==> src/design/kcpm_pkg.sv <==
// shared types and constants of the key chord prefix match table
// no dependencies
package kcpm_pkg;

	localparam int CODE_W    = 29;
	localparam int MODS_W    = 31;
	localparam int IN_PAIRS  = 4;
	localparam int OP_W      = 2;
	localparam int STATUS_W  = 3;
	localparam int PAY_OUT_W = 16;
	localparam int COUNT_W   = 5;

	localparam logic [OP_W-1:0] OP_LOOKUP = 2'd0;
	localparam logic [OP_W-1:0] OP_ADD    = 2'd1;
	localparam logic [OP_W-1:0] OP_REMOVE = 2'd2;

	localparam logic [STATUS_W-1:0] ST_NONE     = 3'd0;
	localparam logic [STATUS_W-1:0] ST_PARTIAL  = 3'd1;
	localparam logic [STATUS_W-1:0] ST_EQUAL    = 3'd2;
	localparam logic [STATUS_W-1:0] ST_ADDED    = 3'd3;
	localparam logic [STATUS_W-1:0] ST_FULL     = 3'd4;
	localparam logic [STATUS_W-1:0] ST_REMOVED  = 3'd5;
	localparam logic [STATUS_W-1:0] ST_NOTFOUND = 3'd6;

	// scan token handed from cell to cell
	typedef struct packed {
		logic active;
		logic eq_found;
		logic part_found;
		logic rm_found;
	} carry_t;

endpackage

==> src/design/kcpm_cell.sv <==
// one entry slot of the chord table with its share of the scan chain
// depends on kcpm_pkg
module kcpm_cell #(
	parameter int IDX   = 0,
	parameter int KEYS  = 4,
	parameter int PW    = 16,
	parameter int CNT_W = 5,
	parameter int LEN_W = 3
) (
	input  logic                         clk,
	input  logic                         arst_n,
	input  logic [kcpm_pkg::OP_W-1:0]    op,
	input  logic [kcpm_pkg::CODE_W-1:0]  q_codes [KEYS],
	input  logic [kcpm_pkg::MODS_W-1:0]  q_mods [KEYS],
	input  logic [LEN_W-1:0]             q_len,
	input  logic [PW-1:0]                q_pay,
	input  logic [CNT_W-1:0]             held,
	input  kcpm_pkg::carry_t             cin,
	input  logic [PW-1:0]                cin_pay,
	input  logic [kcpm_pkg::CODE_W-1:0]  nb_codes [KEYS],
	input  logic [kcpm_pkg::MODS_W-1:0]  nb_mods [KEYS],
	input  logic [PW-1:0]                nb_pay,
	output kcpm_pkg::carry_t             cout,
	output logic [PW-1:0]                cout_pay,
	output logic [kcpm_pkg::CODE_W-1:0]  e_codes [KEYS],
	output logic [kcpm_pkg::MODS_W-1:0]  e_mods [KEYS],
	output logic [PW-1:0]                e_pay
);
	import kcpm_pkg::*;

	localparam logic [CNT_W-1:0] MY_IDX = CNT_W'(IDX);

	logic [CODE_W-1:0] codes_q [KEYS];
	logic [MODS_W-1:0] mods_q [KEYS];
	logic [PW-1:0]     pay_q;
	carry_t            carry_q;
	logic [PW-1:0]     carry_pay_q;

	logic             valid;
	logic [LEN_W-1:0] e_len;
	logic             pref_ok;
	logic             full_eq;
	logic             lk_match;
	logic             lk_eq;
	logic             rm_here;
	logic             shift;
	logic             load_new;

	always_comb begin
		valid   = MY_IDX < held;
		e_len   = LEN_W'(KEYS);
		pref_ok = 1'b1;
		full_eq = 1'b1;
		for (int j = KEYS - 1; j >= 0; j--) begin
			if (codes_q[j] == '0) begin
				e_len = LEN_W'(j);
			end
		end
		for (int j = 0; j < KEYS; j++) begin
			if (q_codes[j] != codes_q[j] || q_mods[j] != mods_q[j]) begin
				full_eq = 1'b0;
				if (LEN_W'(j) < q_len) begin
					pref_ok = 1'b0;
				end
			end
		end
		lk_match = valid && (op == OP_LOOKUP) && (q_len <= e_len) && pref_ok;
		lk_eq    = lk_match && (q_len == e_len);
		rm_here  = valid && (op == OP_REMOVE) && full_eq;
		// compaction: from the hit slot on, each later slot too pulls its younger neighbor
		shift    = cin.active && valid && (op == OP_REMOVE) && (cin.rm_found || full_eq);
		load_new = cin.active && (op == OP_ADD) && (MY_IDX == held);
	end

	always_ff @(posedge clk) begin
		if (load_new) begin
			codes_q <= q_codes;
			mods_q  <= q_mods;
			pay_q   <= q_pay;
		end else if (shift) begin
			codes_q <= nb_codes;
			mods_q  <= nb_mods;
			pay_q   <= nb_pay;
		end
	end

	always_ff @(posedge clk or negedge arst_n) begin
		if (!arst_n) begin
			carry_q <= '0;
		end else begin
			carry_q.active     <= cin.active;
			carry_q.eq_found   <= cin.eq_found | lk_eq;
			carry_q.part_found <= cin.part_found | (lk_match & ~lk_eq);
			carry_q.rm_found   <= cin.rm_found | rm_here;
		end
	end

	// oldest equal entry wins
	always_ff @(posedge clk) begin
		if (lk_eq && !cin.eq_found) begin
			carry_pay_q <= pay_q;
		end else begin
			carry_pay_q <= cin_pay;
		end
	end

	assign cout     = carry_q;
	assign cout_pay = carry_pay_q;
	assign e_codes  = codes_q;
	assign e_mods   = mods_q;
	assign e_pay    = pay_q;

endmodule

==> config.mk <==
export PLATFORM = sky130hd
export DESIGN_NAME = kcpm_cell
export DESIGN_NICKNAME = d
export VERILOG_FILES = /design/src/design/kcpm_pkg.sv /design/src/design/kcpm_cell.sv
export SDC_FILE = /design/constraint.sdc
export NUM_CORES = 1
export LEC_CHECK = 0
export BUFFER_PORTS_ARGS = -buffer_cell sky130_fd_sc_hd__buf_2
export CORE_AREA = 2 2 317 319
export CTS_CLUSTER_SIZE = 25
export DETAILED_ROUTE_END_ITERATION = 8
export DIE_AREA = 0 0 319 321
export GPL_ROUTABILITY_DRIVEN = 0
export PLACE_DENSITY = 0.4
export SETUP_SLACK_MARGIN = 0.4
export SYNTH_ARGS = -nofsm -noshare
export SYNTH_HDL_FRONTEND = slang
export SYNTH_SLANG_ARGS = --single-unit
==> constraint.sdc <==
create_clock -name clk -period 20.8 [get_ports clk]
set_input_delay 2.08 -clock clk [delete_from_list [all_inputs] [get_ports clk]]
set_output_delay 2.08 -clock clk [all_outputs]
set_load 0.005 [all_outputs]
==> key figures, run 1 <==
Critical path
  – Crit path buf inv count: 3
  – Crit path to: e_codes[48]
  – RR Startpoint: e_codes[29]
  – Crit path from: q_codes[40]
  – R2R depth: 9
  – CP max FO: 66
  – Levels on crit path: 10
  – Crit path largest cell delay: 1120 ps
  – CP Class: in -> reg
  – Reg2Reg Capture Point: e_codes[48]
  – Crit-path cells: buf_2 -> xnor2_1 -> nand4_1 -> nor4_1 -> nand4_1 -> nor4_2 -> a21oi_1 -> o21bai_4 -> buf_4 -> buf_4
  – Crit path max-delay cell type: nor4_1
  – Worst setup SP type: input pin
  – Crit path DAT: roughly 7700 ps
  – Worst Path Required: about 21000 ps
  – Setup crit end kind: flip-flop
  – Flop2flop setup slack: 14490 ps
  – Crit path max-delay family: simple AND/OR/NAND/NOR gates

Floorplan
  – I/O pin total: 820
  – Initial Utilization: 14.6%
  – Die area: a little over 100000 um^2
  – Row count: 116
  – Die height: 321 um
  – Chip width: 319 um
  – Core area: slightly below 100000 um^2

Timing
  – RSZ-0062 raised after global routing: no
  – Max_slew headroom: 15.5%
  – Final Slew Violations: 0
  – Period minus WS final: 7480 ps
  – Sum of negative setup slack: 0 ps
  – Slew @ Worst Pin: between 1000 and 1500 ps
  – Hold Worst Slack: around 490 ps
  – Final hold violation count: 0
  – FMAX: between 100 and 150 MHz
  – Final setup violation count: 0
  – Fin Clk Skew: 21.0 ps
  – Final period util: 36.0%

Clocking
  – CTS Hold Bufs: 0
  – Root buffer cell: clkbuf_16
  – Clock sinks: 276
  – Clock Tree Buf Depth: 3
  – Clock transition at path regs: 50 ps
  – Cts bufs inserted: 37
  – # resized after CTS: 0
  – Post-CTS Repair Setup Buffers: 0
  – TritonCTS clock tree: done
  – H-tree depth: 2
  – Worst-Skew Late Latency: roughly 570 ps

Synthesis
  – XOR/XNOR Fraction of Synth Area: between 10% and 20%
  – Flops & latches, synth: 276
  – Largest family of logic cells by synthesized area: multiplexers
  – Adder-cell share of the synthesized area: 0.260%
  – Netlist cell types: 34
  – YS warnings: 0
  – Number of synthesized flops with an enable pin: 256
  – Mapped Avg Cell Area: between 10 and 15 um^2
  – Post-synthesis net count: between 1500 and 2000
  – Sequential fraction of the synthesis area: 56.1%
  – Cells after Synth: around 980
  – Prevailing post-synth register cell: edfxtp_1
  – Post-Syn Area: 14500 um^2
  – Post-synthesis simple-gate area fraction: 6.01%
  – Ys async rst share: 1.45%
  – Synth Area in Compound Gates: 0.537%
  – Mux cell area share after synthesis: 21.4%

Place
  – IO Port Bufs: 819
  – Placed inst area: 20100 um^2
  – DP Wirelength: 57100 um

Cells and area
  – Design area: 21200 um^2
  – Multi-input logic area: between 6000 and 7000 um^2
  – Register Area: 8110 um^2
  – Final net count: 2361
  – Area Overhead vs Synth: 46.9%
  – Fill cells: roughly 11000
  – Share of cells above drive strength 1: 62.8%

Detailed routing
  – DR iter-0 viols: 595
  – Antenna Nets Post-Route: 0
  – Initial DRT Pass Iterations: 4
  – Detailed-route vias per instance: around 3.7
  – Total wire length: 68100 um
  – Routed vias: 11800
  – DRC: 0
  – DR WL/cell: 21.6 um

Worst hold path
  – Hold WC Path Type: reg -> reg

GRT
  – Pin count of the biggest net entering global routing: 67
  – Vias in the first global route: 12800
  – Global-route wire length before repair: 93200 um
  – Antenna violations before repair: 27
  – GR Util All Layers: 12.6%
  – Leftover overflow at the end of global routing: 0

Status
  – Status: finished clean

Power and ir drop
  – Leakage: 8.06 nW
  – VDD IR-drop max: 0.0501 mV
  – Power, Total: 1.42 mW
  – Pwr Density: between 60 and 70 nW/um^2

Job
  – Total of max-cap violations: 0
## worst min path at each step
stage              start      endpoint  slack, ps  cells after the start
3_3_place_gp   e_pay[14]  cout_pay[14]        480                      1
3_5_place_dp   e_pay[14]  cout_pay[14]        480                      1
5_1_grt        e_pay[14]  cout_pay[14]        520                      1
2_1_floorplan   e_pay[0]   cout_pay[0]        500                      1
4_1_cts        e_pay[14]  cout_pay[14]        500                      1
6_report       e_pay[14]  cout_pay[14]        490                      1
## cell usage in the layout, fill, tap and decap left out, types with 12 or more instances in the layout
master / n
xnor2_1: 196
buf_2: 819
mux2_2: 262
diode_2: 12
clkbuf_16: 39
xor2_1: 44
edfxtp_1: 256
nand4_1: 63
dfxtp_1: 16
nor4_1: 44
nor2_1: 15
## layer usage
metal | track usage (%) | part of all wire, % | wire (um) | vias to the layer above
li1 | - | - | - | 5427
met1 | 14.1 | 38 | 25900 | 5732
met2 | 22.2 | 51 | 34500 | 520
met3 | 4.96 | 9.0 | 6140 | 86
met4 | 3.52 | 2.2 | 1480 | 20
met5 | 0 | 0.19 | 131 | -
## layout make-up
type	count	area share [%]
Multi-Input combinational cell	669	29.2
Timing Repair Buffer	829	19.7
Antenna cell	12	0.141
Clock inverter	14	0.318
Sequential cell	276	38.2
Tap cell	1298	7.65
Clock buffer	50	4.84
Inverter	1	0.0177
## registers in the layout, indices dropped and copies added (netlist names)
name      count
e_mods      124
e_codes     116
cout_pay     16
e_pay        16
cout          4
## metrics by stage
step	cells	setup WS, ps	util (%)
floorplan	976	4930	-
global route	3142	13050	21.4
detailed placement	3073	12550	20.3
finish	3149	13320	21.4
global placement	3073	12580	20.3
CTS	3137	13170	21.4
## synth_stat cells, types with 2 or more instances
cell / instances / area, um^2
a21oi_1: 3 / 15.0
mux2_4: 10 / 150
edfxtp_1: 256 / 7690
dfxtp_1: 16 / 320
o21bai_1: 2 / 15.0
buf_2: 24 / 120
nand2_1: 2 / 7.51
nand3_1: 2 / 10.0
xor2_1: 44 / 385
ha_1: 3 / 37.5
xnor2_1: 196 / 1720
nor4_1: 44 / 275
mux2_2: 262 / 2950
nand4_1: 63 / 394
nor4_2: 2 / 25.0
clkbuf_1: 4 / 15.0
nor3_1: 7 / 35.0
dfrtp_1: 4 / 100
nor2_1: 15 / 56.3
nand2b_1: 3 / 18.8
## report_power, final
group | switching [mW] | leakage, nW | internal, mW
combinational | 0.0777 | 5.02 | 0.0945
sequential | 0.0167 | 2.51 | 0.630
clock | 0.258 | 0.535 | 0.344
## worst register-to-register path: cells and delay by family (launching register included)
kind	cells	cell delay [ps]
simple gates	4	2780
buf+inv	2	1680
compound gates	2	730
flops	1	490
xor+xnor	1	180
## cell families (layout without fill, tap and decap cells)
| logic type | count (synthesis) | after routing |
|---|---|---|
| buf+inv | 31 | 894 |
| compound gates | 11 | 11 |
| other cells | 0 | 12 |
| flops | 276 | 276 |
| mux | 272 | 272 |
| fa+ha+maj | 3 | 3 |
| xor+xnor | 240 | 240 |
| simple gates | 143 | 143 |
Note: power is estimated with default switching activity, not from simulation.
==> run 2, diff against run 1 <==
ABC_AREA = 1   (was unset)
CORE_AREA = 2 2 321 323   (was 2 2 317 319)
DIE_AREA = 0 0 323 325   (was 0 0 319 321)
PLACE_DENSITY = 0.43   (was 0.4)
clock period = 6.4 ns   (was 20.8 ns; I/O delays follow)
==> key figures, run 2 <==
Status
  – Status: finished clean

Cells and area
  – Most frequent cells in the layout: 819 x buf_2, 781 x nand2_1, 326 x inv_1
  – Largest register FFs: between 100 and 150
  – Design area: between 20000 and 25000 um^2
  – Share of cells above drive strength 1: 35.2%
  – Most common cell after layout, fill and taps aside: buf_2
  – Final core utilization: 23.1%
  – Area Overhead vs Synth: 42.5%
  – Fin cells: 4269
  – Final net count: 3408

Detailed routing
  – DRC: 0
  – Max layer used: met5
  – DR WL/cell: 17.9 um
  – Wl on met1: roughly 31000 um
  – Detailed-route vias per instance: approximately 3.7
  – Routed wl met2: between 30000 and 40000 um
  – WL met3: 6240 um
  – DR iter-0 viols: 809
  – Routed vias: 15900
  – Antenna Nets Post-Route: 0
  – Initial DRT Pass Iterations: 5
  – Total wire length: approximately 77000 um

Worst hold path
  – Hold WC Path Type: in -> reg
  – Hold_sp: cin[3]

Clocking
  – Post-CTS Repair Setup Buffers: 0
  – TritonCTS clock tree: done
  – Root buffer cell: clkbuf_16
  – Clock sinks: 276
  – Clock Tree Buf Depth: 3
  – Cts bufs inserted: 37
  – Clock transition at path regs: 60 ps
  – H-tree depth: 2
  – Worst-Skew Late Latency: roughly 570 ps

Power and ir drop
  – Power, Total: 4.82 mW
  – Leakage: 11.7 nW
  – Pwr Density: between 200 and 250 nW/um^2
  – Seq pwr share: 43.7%
  – VDD IR-drop max: around 0.14 mV
  – Switch share: 26.0%
  – Pint: 3.57 mW
  – Clk pwr share: 43.2%
  – Sw power: 1.25 mW
  – Combinational power share: 13.2%

Synthesis
  – Post-Syn Area: approximately 16000 um^2
  – Area leader, netlist: edfxtp_1
  – Top-count cell post-synth: nand2_1
  – Top cells by count, synth: 782 x nand2_1, 326 x inv_1, 256 x edfxtp_1, 154 x o21ai_0, 150 x nor2_1
  – Share of the synthesized area in the top cell type: 46.8%
  – Post-synthesis net count: 2583
  – Netlist cell types: 34
  – Mapped Avg Cell Area: a little over 8 um^2
  – YS warnings: 0
  – Flops & latches, synth: 276
  – Synth top area cells: edfxtp_1 47%, nand2_1 18%, inv_1 7.4%, mux2_2 7.3%, o21ai_0 4.7%
  – Ys async rst share: about 1.4%
  – Number of synthesized flops with an enable pin: 256
  – Cells after Synth: between 2000 and 2500
  – Sequential fraction of the synthesis area: 49.3%
  – Prevailing post-synth register cell: edfxtp_1

Critical path
  – Crit path buf inv count: 2
  – Crit path largest cell delay: 700 ps
  – Worst Path Required: 6860 ps
  – CP max FO: 16
  – Crit path max-delay family: simple AND/OR/NAND/NOR gates
  – Most frequent CP cell: nand2_1
  – CP Class: reg -> reg
  – Setup crit end kind: flip-flop
  – Crit path from: e_codes[4]
  – Crit path DAT: 4270 ps
  – Crit-path cells: nor4_1 -> nand4_1 -> nor2_1 -> o21ai_0 -> ha_1 -> nand2_1 -> inv_1 -> nand2_1 -> nand2_1 -> nand4_1 -> inv_1 -> nand2_1 -> nor2_1 -> nand4_2 -> nand2_1 -> nand2_1
  – Crit path max-delay cell type: nor4_1
  – Worst setup SP type: flip-flop
  – RR Startpoint: e_codes[4]

Timing
  – Slew @ Worst Pin: slightly below 1000 ps
  – FMAX: 262 MHz
  – Final Slew Violations: 0
  – Final hold violation count: 0
  – RSZ-0062 raised after global routing: no
  – Fin Clk Skew: 27.2 ps
  – Period minus WS final: roughly 3800 ps
  – Max_slew headroom: 34.6%
  – Final period util: 59.7%
  – Final setup violation count: 0
  – Sum of negative setup slack: 0 ps

Floorplan
  – Die area: 105000 um^2
  – Row count: 117
  – Core area: 101000 um^2
  – I/O pin total: 820
  – Die height: 325 um
  – Chip width: 323 um
  – Initial Utilization: 16.2%

GRT
  – Leftover overflow at the end of global routing: 0
  – Antenna violations before repair: 28
  – Global-route wire length before repair: roughly 110000 um
  – GR Util All Layers: between 10 and 15%
  – Pin count of the biggest net entering global routing: 174
  – Vias in the first global route: 15900

Place
  – DP Wirelength: 63400 um
  – Placed cell count: 4189
  – Placed inst area: between 20000 and 25000 um^2
  – IO Port Bufs: 819

Job
  – Total of max-cap violations: 0
==> run 2: changes by cell type after synthesis, sizes merged, moves of 51 or more <==
cell | before | now
nand2 | 2 | 784
inv | 1 | 339
mux2 | 272 | 106
o21ai | 2 | 154
nor2 | 15 | 155
xnor2 | 196 | 74
nand4 | 63 | 12
==> run 2: layer usage <==
metal	vias up	global-route usage (%)
li1	8079	-
met1	7171	16.1
met3	87	4.43
met2	552	24.4
met5	-	0
met4	12	4.46
==> run 2: worst register-to-register path: stages, from the launching register on <==
cell and delay, ps:
edfxtp_1 430, nor4_1 700, nand4_1 300, nor2_1 440, o21ai_0 180, ha_1 310
nand2_1 60, inv_1 50, nand2_1 120, nand2_1 110, nand4_1 120, inv_1 80
nand2_1 60, nor2_1 130, nand4_2 380, nand2_1 170, nand2_1 70
==> run 2: what timing repair did <==
action | CTS | global route
hold endpoints to repair | 4 | 0
gates resized for setup | 0 | 0
hold buffers | 1 | 0
==> run 2: final cells by class <==
| type | count | area [um^2] |
|---|---|---|
| clock inverters | 18 | 139 |
| fillers | 11400 | 77900 |
| well taps | 1368 | 1710 |
| multi-input cells | 1371 | 6850 |
| flip-flops and latches | 276 | 8110 |
| inverters | 341 | 1280 |
| repair buffers | 834 | 4260 |
| diodes | 13 | 32.5 |
| clock buffers | 48 | 1040 |
==> run 2: stage by stage <==
stage / worst slack, ps / hold WS, ps
finish: 2580 / 251
CTS: 2340 / 189
global route: 2090 / 202
floorplan: 1210 / 344
detailed placement: 2150 / 468
global placement: 2160 / 473
==> run 2: kinds of logic (layout without fill, tap and decap cells) <==
family,after synthesis,after routing,synth area share [%]
AND/OR/NAND/NOR,1009,1009,24.2
buffers and inverters,389,1241,9.09
flip-flops,276,276,49.3
AO/OA/AOI/OAI,160,160,4.93
multiplexers,106,106,7.27
XOR/XNOR,93,93,4.96
adder cells (fa/ha/maj),3,3,0.228
other,0,13,0
==> run 2: final timing paths <==
check | endpoint | slack, ps | depth (start not counted)
min in group asynchronous | cout[2] | 480 | 2
worst min-delay path | cout[3] | 250 | 1
worst max register to register | cout_pay[10] | 2580 | 16
worst min register to register | cout_pay[4] | 480 | 2
worst max-delay path | cout_pay[10] | 2580 | 16
max in group asynchronous | cout[3] | 5780 | 2
==> run 2: power by group through the flow <==
stage | logic [mW] | clock network [mW] | registers (mW)
after floorplan | 0.267 | 0 | 2.14
after global placement | 0.642 | 0 | 2.14
after global routing | 0.717 | 2.23 | 2.11
final | 0.634 | 2.08 | 2.10
after CTS | 0.648 | 2.17 | 2.10
after detailed placement | 0.644 | 0 | 2.14
==> run 3, diff against run 2 <==
CORE_AREA = 2 2 322 324   (was 2 2 321 323)
DIE_AREA = 0 0 324 326   (was 0 0 323 325)
PLACE_DENSITY = 0.42   (was 0.43)
clock period = 3.7 ns   (was 6.4 ns; I/O delays follow)
==> key figures, run 3 (synthesis results as in run 2) <==
Status
  – Status: finished clean

GRT
  – Vias in the first global route: 16000
  – Global-route wire length before repair: about 110000 um
  – Antenna violations before repair: 20
  – GR Util All Layers: approximately 14%
  – Pin count of the biggest net entering global routing: ~100
  – Leftover overflow at the end of global routing: 0

Clocking
  – Worst-Skew Late Latency: approximately 580 ps
  – Clock Tree Buf Depth: 3
  – Clock sinks: roughly 280
  – TritonCTS clock tree: done
  – H-tree depth: 2
  – Root buffer cell: clkbuf_16
  – Cts bufs inserted: 38
  – Clock transition at path regs: roughly 60 ps

Worst hold path
  – Hold Crit Depth: 3
  – Hold EP: e_mods[34]
  – Hold_sp: nb_mods[34]
  – Hold WC Path Type: in -> reg

Critical path
  – Crit path DAT: 3500 ps
  – Crit-path cells: nor4_2 -> nand4_1 -> nor2_2 -> nor2_2 -> nand2_1 -> ha_4 -> a21oi_2 -> o21ai_1 -> nand2_1 -> nand4_1 -> inv_1 -> nand2_1 -> nor2_2 -> nand4_4 -> clkbuf_16 -> nand2_1 -> nand2_1
  – Reg2Reg Capture Point: cout_pay[1]
  – RR Startpoint: e_codes[72]
  – Worst setup SP type: flip-flop
  – Setup crit end kind: flip-flop
  – Crit path max-delay cell type: edfxtp_1
  – Crit path max-delay family: simple AND/OR/NAND/NOR gates
  – CP max FO: 8
  – Flop2flop setup slack: 650 ps
  – R2R depth: 17
  – Most frequent CP cell: nand2_1
  – Crit path largest cell delay: 440 ps
  – Worst Path Required: 4150 ps
  – Crit path buf inv count: 2
  – CP Class: reg -> reg

Floorplan
  – Chip width: 324 um
  – I/O pin total: 820
  – Core area: between 100000 and 150000 um^2
  – Die height: approximately 330 um
  – Row count: 118
  – Die area: 106000 um^2
  – Initial Utilization: roughly 16%

Timing
  – RSZ-0062 raised after global routing: no
  – Max_slew headroom: about 57%
  – Fin Clk Skew: 20.1 ps
  – FMAX: 327 MHz
  – Period minus WS final: 3050 ps
  – Sum of negative setup slack: 0 ps
  – Final period util: 82.6%
  – Final hold violation count: 0
  – Final Slew Violations: 0
  – Slew @ Worst Pin: 642 ps
  – Final setup violation count: 0

Place
  – DP Wirelength: 63600 um
  – Placed cell count: 4228
  – IO Port Bufs: 819

Power and ir drop
  – Pwr Density: 356 nW/um^2
  – Leakage: 12.0 nW
  – Pint: 6.41 mW
  – Combinational power share: 13.3%
  – Switch share: 25.5%
  – Seq pwr share: 42.3%
  – VDD IR-drop max: 0.268 mV
  – Sw power: 2.20 mW
  – Clk pwr share: about 45%

Cells and area
  – Share of cells above drive strength 1: 36.6%
  – Area Overhead vs Synth: 47.3%
  – Most common cell after layout, fill and taps aside: buf_2
  – Final core utilization: a little under a quarter
  – Fill cells: roughly 11000
  – Most frequent cells in the layout: 819 x buf_2, 778 x nand2_1, 326 x inv_1
  – Fin cells: 4333
  – Final net count: around 3500
  – Largest register FFs: around 120

Detailed routing
  – Initial DRT Pass Iterations: 5
  – Total wire length: 76300 um
  – Detailed-route vias per instance: 3.69
  – Antenna Nets Post-Route: 0
  – DR iter-0 viols: 765
  – DR WL/cell: 17.6 um
  – Routed vias: ~16000
  – DRC: 0

Job
  – Total of max-cap violations: 0
run 3: cell types whose count changed in the layout (fill, tap and decap cells not counted), sizes merged:
cell,previous run,this run
buf,833,867
bufinv,2,4
clkbuf,48,53
clkinv,16,11
clkinvlp,1,2
diode,13,12
dlygate4sd3,1,18
inv,340,339
run 3: layout make-up:
cell class | count | area [um^2] | share of cell area (%)
antenna | 12 | 30.0 | 0.124
clock buffer | 52 | 1090 | 4.49
clock inverter | 15 | 176 | 0.729
inverter | 341 | 1280 | 5.29
multi-input combinational | 1371 | 6970 | 28.8
sequential | 276 | 8110 | 33.5
tap | 1380 | 1730 | 7.13
timing repair buffer | 886 | 4830 | 19.9
run 3: timing repair:
item | 4_1_cts | 5_1_grt
hold endpoints to repair | 21 | 0
hold buffers | 18 | 0
pin swaps | 0 | 8
buffers inserted | 0 | 7
resized for setup | 6 | 23
gates cloned | 0 | 1
endpoints found under the setup margin | 226 | 228
run 3: power groups by stage:
stage               Sequential (mW)  Combinational, mW  Clock (mW)
finish                         3.64               1.14        3.83
global route                   3.65               1.29        4.08
CTS                            3.64               1.16        3.98
detailed placement             3.70               1.14           0
global placement               3.70               1.14           0
floorplan                      3.69              0.462           0
run 3: tightest hold or removal path, cell delays in order:
cell	delay, ps
buf_2	70
nand2_1	40
o21ai_0	60
run 3: worst max-delay path by stage:
| stage | slack [ps] | start | cells after the start | to |
|---|---|---|---|---|
| finish | 650 | e_codes[72] | 17 | cout_pay[1] |
| global route | 400 | e_codes[108] | 19 | cout_pay[7] |
| CTS | 470 | e_codes[4] | 18 | cout_pay[8] |
| detailed placement | 200 | q_mods[73] | 13 | e_codes[100] |
| global placement | 180 | q_mods[73] | 13 | e_codes[100] |
| floorplan | 770 | e_codes[89] | 13 | e_codes[0] |
run 3: stage by stage:
step	cell area [um^2]	hold slack [ps]	setup slack, ps	total power, mW
finish	24200	75.3	646	8.61
global route	24200	38.6	400	9.02
CTS	24000	15.5	475	8.78
detailed placement	22500	227	199	4.84
global placement	22500	224	178	4.84
floorplan	16400	74.4	768	4.15
run 3: layer usage:
metal | GRT usage, % | vias to the layer above | part of all wire, %
met5 | 0 | - | 0.083
met4 | 4.92 | 10 | 3.0
met3 | 3.79 | 104 | 6.7
met2 | 24.8 | 522 | 51
met1 | 15.4 | 7151 | 39
li1 | - | 8184 | -
